$ cat config.mk
export PLATFORM = sky130hd
export DESIGN_NAME = three_channel_pulse_counter_idle_top
export DESIGN_NICKNAME = d
export VERILOG_FILES = /design/src/sv/pcnt_pkg.sv /design/src/sv/pcnt_chan.sv /design/src/sv/three_channel_pulse_counter_idle_top.sv
export SDC_FILE = /design/constraint.sdc
export NUM_CORES = 1
export LEC_CHECK = 0
export ABC_AREA = 1
export BUFFER_PORTS_ARGS = -buffer_cell sky130_fd_sc_hd__buf_2
export CAP_MARGIN = 20
export CORE_ASPECT_RATIO = 1.5
export CORE_MARGIN = 2
export CORE_UTILIZATION = 45
export DETAILED_ROUTE_END_ITERATION = 10
export GPL_TIMING_DRIVEN = 0
export SLEW_MARGIN = 0
export SYNTH_ARGS = -nofsm -noshare
export SYNTH_HDL_FRONTEND = slang
export SYNTH_SLANG_ARGS = --single-unit
$ cat constraint.sdc
create_clock -name clk -period 12.3 [get_ports clk]
set_input_delay 1.23 -clock clk [delete_from_list [all_inputs] [get_ports clk]]
set_output_delay 1.23 -clock clk [all_outputs]
set_load 0.01 [all_outputs]
$ cat src/sv/pcnt_pkg.sv
// Shared types and constants for the three-channel pulse counter.
package pcnt_pkg;

	localparam int unsigned CNT_W   = 16;
	localparam int unsigned TIME_W  = 16;
	localparam int unsigned PHASE_W = 8;
	localparam int unsigned LOCK_W  = 8;
	localparam int unsigned TPS_W   = 8;
	localparam int unsigned LIMIT_W = 16;
	localparam int unsigned CFG_W   = 16;
	localparam int unsigned CHAN_N  = 3;

	localparam int unsigned IN_W  = 8;
	localparam int unsigned OUT_W = 120;

	localparam logic [LOCK_W-1:0]  LOCK_RST  = 8'd8;
	localparam logic [TPS_W-1:0]   TPS_RST   = 8'd10;
	localparam logic [LIMIT_W-1:0] LIMIT_RST = 16'd10;

	localparam logic [CNT_W-1:0] CNT_MAX = {CNT_W{1'b1}};

	typedef enum logic [1:0] {
		REG_LOCKOUT    = 2'd0,
		REG_TPS        = 2'd1,
		REG_IDLE_LIMIT = 2'd2
	} cfg_reg_t;

	// Per-transaction controls handed to each channel.
	typedef struct packed {
		logic en;        // transaction accepted this cycle
		logic clr;       // clear tally and idle count first
		logic pulse;     // edge seen while running
		logic boundary;  // second boundary while running
	} chan_ctl_t;

endpackage

$ cat src/sv/pcnt_chan.sv
// One sensor channel: lockout check, tally, seen mark and idle-second count.
module pcnt_chan (
	input  logic                                clk,
	input  logic                                arst_n,
	input  pcnt_pkg::chan_ctl_t                 ctl,
	input  logic [pcnt_pkg::TIME_W-1:0]         now_ticks,
	input  logic [pcnt_pkg::LOCK_W-1:0]         lockout_ticks,
	output logic                                accepted,
	output logic [pcnt_pkg::CNT_W-1:0]          tally_next,
	output logic [pcnt_pkg::CNT_W-1:0]          quiet_next
);
	import pcnt_pkg::*;

	logic [TIME_W-1:0] stamp_q;
	logic [CNT_W-1:0]  tally_q;
	logic [CNT_W-1:0]  quiet_q;
	logic              recent_q;

	logic [TIME_W-1:0] gap;
	logic [CNT_W-1:0]  tally_c;
	logic [CNT_W-1:0]  quiet_c;
	logic [CNT_W-1:0]  quiet_p;
	logic              recent_p;
	logic              recent_next;

	always_comb begin
		gap      = now_ticks - stamp_q;
		accepted = ctl.pulse && (gap > {{(TIME_W-LOCK_W){1'b0}}, lockout_ticks});
		tally_c  = ctl.clr ? '0 : tally_q;
		quiet_c  = ctl.clr ? '0 : quiet_q;
		tally_next = accepted ? tally_c + 1'b1 : tally_c;
		quiet_p  = accepted ? '0 : quiet_c;
		recent_p = accepted || recent_q;
		quiet_next  = quiet_p;
		recent_next = recent_p;
		if (ctl.boundary) begin
			// count a silent second, hold at full scale
			if (!recent_p && quiet_p != CNT_MAX) begin
				quiet_next = quiet_p + 1'b1;
			end
			recent_next = 1'b0;
		end
	end

	always_ff @(posedge clk or negedge arst_n) begin
		if (!arst_n) begin
			stamp_q  <= '0;
			tally_q  <= '0;
			quiet_q  <= '0;
			recent_q <= 1'b0;
		end else if (ctl.en) begin
			if (accepted) begin
				stamp_q <= now_ticks;
			end
			tally_q  <= tally_next;
			quiet_q  <= quiet_next;
			recent_q <= recent_next;
		end
	end

endmodule

$ cat src/sv/three_channel_pulse_counter_idle_top.sv
// Top level of the three-channel pulse counter with lockout and idle timeout.
// An accepted input transaction has its result in the output register in the next cycle.
// Throughput: one transaction per cycle while the receiver takes each result; the output register frees as it is taken.
// State update and result are formed together by the channel and tick logic.
// Reset (arst_n low) clears all counters, stamps and marks and loads register defaults.
module three_channel_pulse_counter_idle_top (
	input  logic                         clk,
	input  logic                         arst_n,
	input  logic                         s_axis_tvalid,
	output logic                         s_axis_tready,
	// [0] tick, [1] pulse_r, [2] pulse_f, [3] pulse_l, [4] running,
	// [5] clear_counts, [6] arm_stop, [7] zero
	input  logic [pcnt_pkg::IN_W-1:0]    s_axis_tdata,
	output logic                         m_axis_tvalid,
	input  logic                         m_axis_tready,
	// [15:0] count_r, [31:16] count_f, [47:32] count_l, [63:48] idle_secs_r,
	// [79:64] idle_secs_f, [95:80] idle_secs_l, [98:96] accepted_mask,
	// [99] stop_request, [115:100] time_ticks, [116] second_mark, [119:117] zero
	output logic [pcnt_pkg::OUT_W-1:0]   m_axis_tdata,
	input  logic                         cfg_we,
	input  logic [1:0]                   cfg_index,
	input  logic [pcnt_pkg::CFG_W-1:0]   cfg_data
);
	import pcnt_pkg::*;

	logic [LOCK_W-1:0]  lockout_q;
	logic [TPS_W-1:0]   tps_q;
	logic [LIMIT_W-1:0] limit_q;

	logic [TIME_W-1:0]  now_q;
	logic [PHASE_W-1:0] phase_q;
	logic               armed_q;

	logic               out_valid_q;
	logic [OUT_W-1:0]   out_data_q;

	logic        accept;
	logic        in_tick, in_running, in_clr, in_arm;
	logic [2:0]  in_pulse;
	logic [PHASE_W:0] limit_ext;
	logic [PHASE_W:0] phase_inc;
	logic        mark;
	logic        boundary;
	logic [TIME_W-1:0]  now_next;
	logic [PHASE_W-1:0] phase_next;
	logic        armed_c;
	logic        all_idle;
	logic        stop;

	chan_ctl_t   ctl [CHAN_N];
	logic [CHAN_N-1:0] acc_mask;
	logic [CNT_W-1:0]  tally_n [CHAN_N];
	logic [CNT_W-1:0]  quiet_n [CHAN_N];

	assign s_axis_tready = !out_valid_q || m_axis_tready;
	assign accept        = s_axis_tvalid && s_axis_tready;
	assign m_axis_tvalid = out_valid_q;
	assign m_axis_tdata  = out_data_q;

	assign in_tick    = s_axis_tdata[0];
	assign in_pulse   = s_axis_tdata[3:1];
	assign in_running = s_axis_tdata[4];
	assign in_clr     = s_axis_tdata[5];
	assign in_arm     = s_axis_tdata[6];

	always_comb begin
		// zero ticks-per-second means a 256-tick second
		limit_ext  = (tps_q == '0) ? {1'b1, {PHASE_W{1'b0}}} : {1'b0, tps_q};
		phase_inc  = {1'b0, phase_q} + 1'b1;
		mark       = in_tick && (phase_inc >= limit_ext);
		boundary   = mark && in_running;
		now_next   = now_q + {{(TIME_W-1){1'b0}}, in_tick};
		phase_next = phase_q;
		if (in_tick) begin
			phase_next = mark ? '0 : phase_inc[PHASE_W-1:0];
		end
	end

	for (genvar i = 0; i < CHAN_N; i++) begin : g_chan
		assign ctl[i] = '{en: accept, clr: in_clr, pulse: in_running && in_pulse[i],
			boundary: boundary};
		pcnt_chan u_chan (
			.clk           (clk),
			.arst_n        (arst_n),
			.ctl           (ctl[i]),
			.now_ticks     (now_q),
			.lockout_ticks (lockout_q),
			.accepted      (acc_mask[i]),
			.tally_next    (tally_n[i]),
			.quiet_next    (quiet_n[i])
		);
	end

	always_comb begin
		armed_c  = armed_q || in_arm;
		all_idle = (quiet_n[0] > limit_q) && (quiet_n[1] > limit_q) && (quiet_n[2] > limit_q);
		stop     = boundary && armed_c && all_idle;
	end

	always_ff @(posedge clk or negedge arst_n) begin
		if (!arst_n) begin
			lockout_q <= LOCK_RST;
			tps_q     <= TPS_RST;
			limit_q   <= LIMIT_RST;
		end else if (cfg_we) begin
			unique case (cfg_reg_t'(cfg_index))
				REG_LOCKOUT:    lockout_q <= cfg_data[LOCK_W-1:0];
				REG_TPS:        tps_q     <= cfg_data[TPS_W-1:0];
				REG_IDLE_LIMIT: limit_q   <= cfg_data[LIMIT_W-1:0];
				default:        ;
			endcase
		end
	end

	always_ff @(posedge clk or negedge arst_n) begin
		if (!arst_n) begin
			now_q   <= '0;
			phase_q <= '0;
			armed_q <= 1'b0;
		end else if (accept) begin
			now_q   <= now_next;
			phase_q <= phase_next;
			armed_q <= armed_c && !stop;
		end
	end

	always_ff @(posedge clk or negedge arst_n) begin
		if (!arst_n) begin
			out_valid_q <= 1'b0;
		end else if (s_axis_tready) begin
			out_valid_q <= s_axis_tvalid;
		end
	end

	always_ff @(posedge clk) begin
		if (accept) begin
			out_data_q <= {3'b000, mark, now_next, stop, acc_mask,
				quiet_n[2], quiet_n[1], quiet_n[0], tally_n[2], tally_n[1], tally_n[0]};
		end
	end

	// a stop is only raised on a second boundary
	a_stop_on_mark: assert property (@(posedge clk) disable iff (!arst_n)
		m_axis_tvalid && m_axis_tdata[99] |-> m_axis_tdata[116])
		else $error("stop_request without second_mark");

	// raising a stop drops the arm
	a_stop_disarms: assert property (@(posedge clk) disable iff (!arst_n)
		accept && stop |=> !armed_q)
		else $error("arm still set after stop");

	// time advances only on ticks
	a_time_hold: assert property (@(posedge clk) disable iff (!arst_n)
		accept && !in_tick |=> $stable(now_q))
		else $error("time moved without a tick");

	// an accepted pulse on channel r leaves that channel with zero idle seconds
	a_pulse_zero_idle: assert property (@(posedge clk) disable iff (!arst_n)
		m_axis_tvalid && m_axis_tdata[96] |-> m_axis_tdata[63:48] == '0)
		else $error("idle count nonzero after accepted pulse");

endmodule

# Yosys cells after proc, flatten, opt, wreduce, memory -nomap -nowiden
# Index checks and enable logic that the tools add are counted.
op_classes:
  muxes: 23
  n_reduce_logical: 36
  n_eq_ne: 5
  n_div: 0
  n_addsub: 11
  bitwise_logic: 0
  order_cmp: 7
  multipliers: 0
  shift: 0
op_table:
  columns: ["op", "count"]
  rows:
  - ["$mux 16", 18]
  - ["$add 16x1->16 const B", 6]
  - ["$gt 16x16->1", 3]
  - ["$gt 16x8->1", 3]
  - ["$ne 16x16->1 const B", 3]
  - ["$sub 16x16->16", 3]
  - ["$logic_and 1x1->1", 17]
  - ["$add 16x1->16", 1]
  - ["$reduce_and 2->1", 7]
  - ["$add 8x1->9 const B", 1]
  - ["$ge 9x9->1", 1]
  - ["$mux 9", 1]
  - ["$logic_not 8->1", 1]
  - ["$mux 8", 1]
  - ["$logic_not 1->1", 5]
  - ["$logic_or 1x1->1", 5]
  - ["$mux 1", 3]
  - ["$eq 2x1->1 const B", 1]
  - ["$eq 2x2->1 const B", 1]
  - ["$logic_not 2->1", 1]
totals:
  out_inout_bits: 122
  in_bits: 31
  elab_cells: 102
  rom_bits: 0
  memories: 0
  ff_bits: 322
  ram_bits: 0
  latchBits: 0

# Logic depth before layout (Yosys ltp)
depth:
  ltp_word: 14
  mapped_depth: 49

# Cells and area by module
# Synthesis repeated with hierarchy kept, for this count alone.
unflattened:
  hier_cells: 2787
  hier_area_um2: 20958.9
by_module_without_submodules:
  columns: ["module", "n_inst", "seq_area_each_um2", "area_each_um2", "cells_per_inst"]
  rows:
  - ["pcnt_chan (g_chan[0].u_chan ...)", 2, 1226.2, 4404.2, 713]
  - ["three_channel_pulse_counter_idle_top", 1, 4971.0, 7727.4, 666]
  - ["pcnt_chan (g_chan[1].u_chan)", 1, 1226.2, 4423.0, 695]

# Least setup slack after synthesis
# OpenSTA, ideal clock, no wires.
synth_path:
  path_type: "input -> register"
  startpoint: "in m_axis_tready"
  endpoint: "reg out_data_q[0] (netlist: m_axis_tdata[0]) (enable)"
  setup_ns: 0.526
  t_arrival_ns: 5.299
  path_slack_ns: 6.475
  stages: 6
  path_buffers: 2
  path_cell_list: "inv_1 -> nand2_1 -> nand2_1 -> inv_1 -> clkbuf_1 -> buf_1"
synth_via:
  elab_chain_len: 2
synth_lines:
  columns: ["item", "line_no", "text"]
  rows:
  - ["start: declaration", "three_channel_pulse_counter_idle_top.sv:15", "input logic m_axis_tready,"]
  - ["$logic_or 1x1->1", "three_channel_pulse_counter_idle_top.sv:55", "assign s_axis_tready = !out_valid_q || m_axis_tready;"]
  - ["net s_axis_tready", "three_channel_pulse_counter_idle_top.sv:10", "output logic s_axis_tready,"]
  - ["$logic_and 1x1->1", "three_channel_pulse_counter_idle_top.sv:56", "assign accept = s_axis_tvalid && s_axis_tready;"]
  - ["net accept", "three_channel_pulse_counter_idle_top.sv:37", "logic accept;"]
  - ["end signal: assignment", "three_channel_pulse_counter_idle_top.sv:137", "out_data_q <= {3'b000, mark, now_next, stop, acc_mask,"]
  - ["end: declaration", "three_channel_pulse_counter_idle_top.sv:35", "logic [OUT_W-1:0] out_data_q;"]
# The timed path passes the listed nets, and every way through them passes these cells.
# A chain may end at the register's enable or synchronous reset.

# Worst setup path after layout
layout_path:
  startpoint: "reg now_q[1]"
  endpoint: "reg armed_q"
layout_via:
  elab_chain_len: 14
  elab_cells_between_ends: 41
  cone_classes: "add/sub: 6; order compare: 6; eq/ne: 3; mux: 9; reduce/logical: 17"
layout_lines:
  columns: ["item", "line_no", "text"]
  rows:
  - ["start: declaration", "three_channel_pulse_counter_idle_top.sv:30", "logic [TIME_W-1:0] now_q;"]
  - ["start signal: assignment", "three_channel_pulse_counter_idle_top.sv:121", "now_q <= now_next;"]
  - ["$sub 16x16->16 (*)", "pcnt_chan.sv:27", "gap = now_ticks - stamp_q;"]
  - ["$gt 16x8->1 (*)", "pcnt_chan.sv:28", "accepted = ctl.pulse && (gap > {{(TIME_W-LOCK_W){1'b0}}, lockout_ticks});"]
  - ["$logic_and 1x1->1 (*)", "pcnt_chan.sv:28", null]
  - ["parallel branches: the longest is 4 deep, another holds $add 16x1->16", null, null]
  - ["$mux 16 (*)", "pcnt_chan.sv:36", "if (ctl.boundary) begin"]
  - ["net g_chan[0].u_chan.quiet_next (one bit)", "pcnt_chan.sv:10", "output logic [pcnt_pkg::CNT_W-1:0] quiet_next"]
  - ["$gt 16x16->1 (*)", "three_channel_pulse_counter_idle_top.sv:96", "all_idle = (quiet_n[0] > limit_q) && (quiet_n[1] > limit_q) && (quiet_n[2] > limit_q);"]
  - ["$logic_and 1x1->1 (*) (2 in a row)", "three_channel_pulse_counter_idle_top.sv:96", null]
  - ["$logic_and 1x1->1 (*)", "three_channel_pulse_counter_idle_top.sv:97", "stop = boundary && armed_c && all_idle;"]
  - ["net stop", "three_channel_pulse_counter_idle_top.sv:48", "logic stop;"]
  - ["$logic_not 1->1 (*)", "three_channel_pulse_counter_idle_top.sv:123", "armed_q <= armed_c && !stop;"]
  - ["$logic_and 1x1->1 (*)", "three_channel_pulse_counter_idle_top.sv:123", null]
  - ["end signal: assignment", "three_channel_pulse_counter_idle_top.sv:123", null]
  - ["end: declaration", "three_channel_pulse_counter_idle_top.sv:32", "logic armed_q;"]
# Mark *: on every way through the listed nets, which the timed path passes.

==> impl_metrics.py <==
metrics = {
    "run_status": {
        "status": "completed",
    },
    "grt": {
        "grt_pass1_wl_mm": 94.92,
        "grt_max_degree": 113,
        "antenna_found_initial": 0,
        "grt_pass1_vias": 17910,
        "grt_usage": 0.2614,
        "gr-total-overflow": 0,
    },
    "timing": {
        "tns_ns": 0,
        "worst_pin_slew_ns": 1.045,
        "slew-limit-headroom": 0.3033,
        "rsz0062_at_grt": "no",
        "finClkSkew_ns": 0.01829,
        "maxSlewViolCount": 0,
        "finalSetupViolations": 0,
        "fmax_mhz": 131.7,
        "hold_viol": 0,
        "period_share": 0.6172,
        "min_period_ns": 7.591,
    },
    "drt": {
        "drt_iter0_drc": 1024,
        "wl_per_cell_um": 17.55,
        "drc": 0,
        "antenna_left": 0,
        "wl_mm": 61.12,
        "viasPerCell": 5.188,
        "first_pass_iters": 5,
        "via_count": 18070,
    },
    "worst_setup_path": {
        "cp_data_arrival_time_ns": 8.03,
        "r2r_setup_slack_ns": 4.71,
        "cp-end-kind": "register",
        "crit_required_ns": 12.74,
        "cp_slowest_cell": "dfrtp_1",
        "max_stage_delay_ns": 0.56,
        "worstPathMaxFanout": 10,
        "start_kind": "register",
        "crit_type": "reg2reg",
        "path_common_cell": "nand2_1",
    },
    "clocking": {
        "clk_pin_slew_ns": 0.07,
        "cts_tree": "built",
        "clock_latency_ns": 0.54,
        "cts_buffer_depth": 3,
        "cts_setup_buffers": 0,
        "htreeDepth": 2,
        "cts_resized": 0,
        "hold_buffers": 0,
        "cts-root-buf": "clkbuf_16",
        "cts_made_buffers": 35,
        "cts_sinks": 322,
    },
    "synth": {
        "ys_seq_area_frac": 0.4239,
        "yosys_most_used_dff": "dfrtp_1",
        "netlist_area_mm2": 0.02041,
        "synth_seq_cells": 322,
        "post_synth.cell_area_avg_um2": 7.612,
        "ys_types": 50,
        "syn-instance-count": 2681,
        "ys_warn_count": 0,
        "async_flop_share": 0.6366,
        "synth-edff-count": 117,
    },
    "finish": {
        "antenna_cells": 0,
        "layout-drive-gt1-share": 0.1041,
        "final_util": 0.5182,
        "nets": 3042,
        "finalInstanceArea_mm2": 0.02322,
        "syn_to_final_growth_pct": 13.80,
        "final_cell_mix": "807 x nand2_1, 434 x inv_1, 200 x dfrtp_1, 198 x nand3_1, 187 x nor2_1",
        "final_common_cell": "nand2_1",
    },
    "die": {
        "io_pins": 153,
        "die_area_mm2": 0.04710,
        "start_util": 0.4554,
        "die_width_um": 177.9,
        "die_h_um": 264.8,
        "rows": 95,
        "core_area_mm2": 0.04481,
    },
    "power_and_ir_drop": {
        "clkPwrFrac": 0.252,
        "total_power_w": 0.004428,
        "powerDensity_mw_per_mm2": 190.7,
        "p_leak_nw": 11.83,
        "power.internal_w": 0.002582,
        "seqPwrFrac": 0.307,
        "ir_drop_uv": 116.1,
        "p_switching_w": 0.001846,
        "sw_frac_of_total": 0.4168,
        "combPwrFrac": 0.441,
    },
    "placed_design": {
        "placedInstanceArea_mm2": 0.02202,
        "post-dp-hpwl_mm": 47.20,
        "routabilityCongestion": 0.9639,
        "port_buffers": 148,
    },
    "worst_hold_path": {
        "hold_class": "in2async",
    },
    "flow_run": {
        "cap_violations": 0,
    },
}
[area by class of cell]
type / count / area, um^2
plain buffers: 74 / 370.4
repair buffers: 153 / 873.3
well taps: 582 / 728.2
multi-input cells: 1841 / 9722
inverters: 446 / 1674
fillers: 4360 / 21590
flip-flops and latches: 322 / 8650
clock buffers: 44 / 972.2
clock inverters: 20 / 234.0
[Yosys cell counts, drive strengths merged, types with 21 or more instances]
library cell | n | area, um^2
nand2 | 819 | 3119
inv | 445 | 1670
nand3 | 211 | 1121
nor2 | 203 | 827.0
dfrtp | 200 | 5005
o21ai | 146 | 730.7
ha | 135 | 1689
edfxtp | 117 | 3513
a21oi | 68 | 340.3
xor2 | 61 | 534.3
nand4 | 49 | 306.5
nor3 | 47 | 245.2
clkbuf | 44 | 165.2
buf | 30 | 203.9
xnor2 | 21 | 183.9
[worst max-delay path, delay by kind of cell, from the launching register on]
family                     cells  cell delay [ns]
buffers and inverters         11             1.50
adders and majority gates      4             1.35
AOI/OAI and AO/OA              2             0.28
DFF                            1             0.56
xor gates and xnor gates       1             0.41
and+or+nand+nor               29             3.40
[per-stage QoR]
stage / cells / setup slack [ns] / hold WS (ns)
after global placement: 3413 / 4.173 / 0.4627
after detailed placement: 3418 / 4.660 / 0.4649
after floorplan: 2683 / 6.475 / 0.4491
final: 3482 / 4.709 / 0.4667
after CTS: 3482 / 4.642 / 0.4510
after global routing: 3482 / 3.949 / 0.4495
[final timing paths]
kind,start,endpoint,depth (start not counted)
min,arst_n,g_chan[1].u_chan.tally_q[14],1
max,now_q[1],armed_q,47
max reg2reg,now_q[1],armed_q,47
min in group clk,g_chan[1].u_chan.quiet_q[10],g_chan[1].u_chan.quiet_q[10],2
min reg2reg,g_chan[1].u_chan.quiet_q[10],g_chan[1].u_chan.quiet_q[10],2
max in group asynchronous,arst_n,limit_q[3],3
[power groups by stage]
stage	Clock [W]	Sequential [W]	Combinational (W)
finish	0.00111	0.00136	0.00195
floorplan	0	0.00136	0.00138
CTS	0.00113	0.00136	0.00197
global route	0.00117	0.00137	0.00223
global placement	0	0.00138	0.00190
detailed placement	0	0.00138	0.00196
[per-layer routing]
metal,GRT usage,up-vias,part of all wire
met1,0.2820,8524,0.37
met5,0,-,0
met4,0.1422,0,0.056
met2,0.4904,442,0.54
met3,0.02826,163,0.037
li1,-,8937,-
[state kept, by name, indices dropped and copies added, names as in the netlist]
| register | count |
|---|---|
| m_axis_tvalid | 1 |
| phase_q | 8 |
| m_axis_tdata | 117 |
| lockout_q | 8 |
| g_chan.u_chan.recent_q | 3 |
| now_q | 16 |
| limit_q | 16 |
| g_chan.u_chan.stamp_q | 48 |
| armed_q | 1 |
| g_chan.u_chan.quiet_q | 48 |
| tps_q | 8 |
| g_chan.u_chan.tally_q | 48 |
[cells by family (layout without fill, tap and decap cells)]
family / count (synthesis) / count (layout) / synth area share
other: 1 / 3 / 0.0001838
DFF: 322 / 322 / 0.4239
xor gates and xnor gates: 82 / 82 / 0.03519
buffers and inverters: 520 / 737 / 0.1001
and+or+nand+nor: 1381 / 1381 / 0.2939
AOI/OAI and AO/OA: 237 / 237 / 0.06101
adders and majority gates: 138 / 138 / 0.08571
No activity file was read; power rests on OpenSTA's default activity.
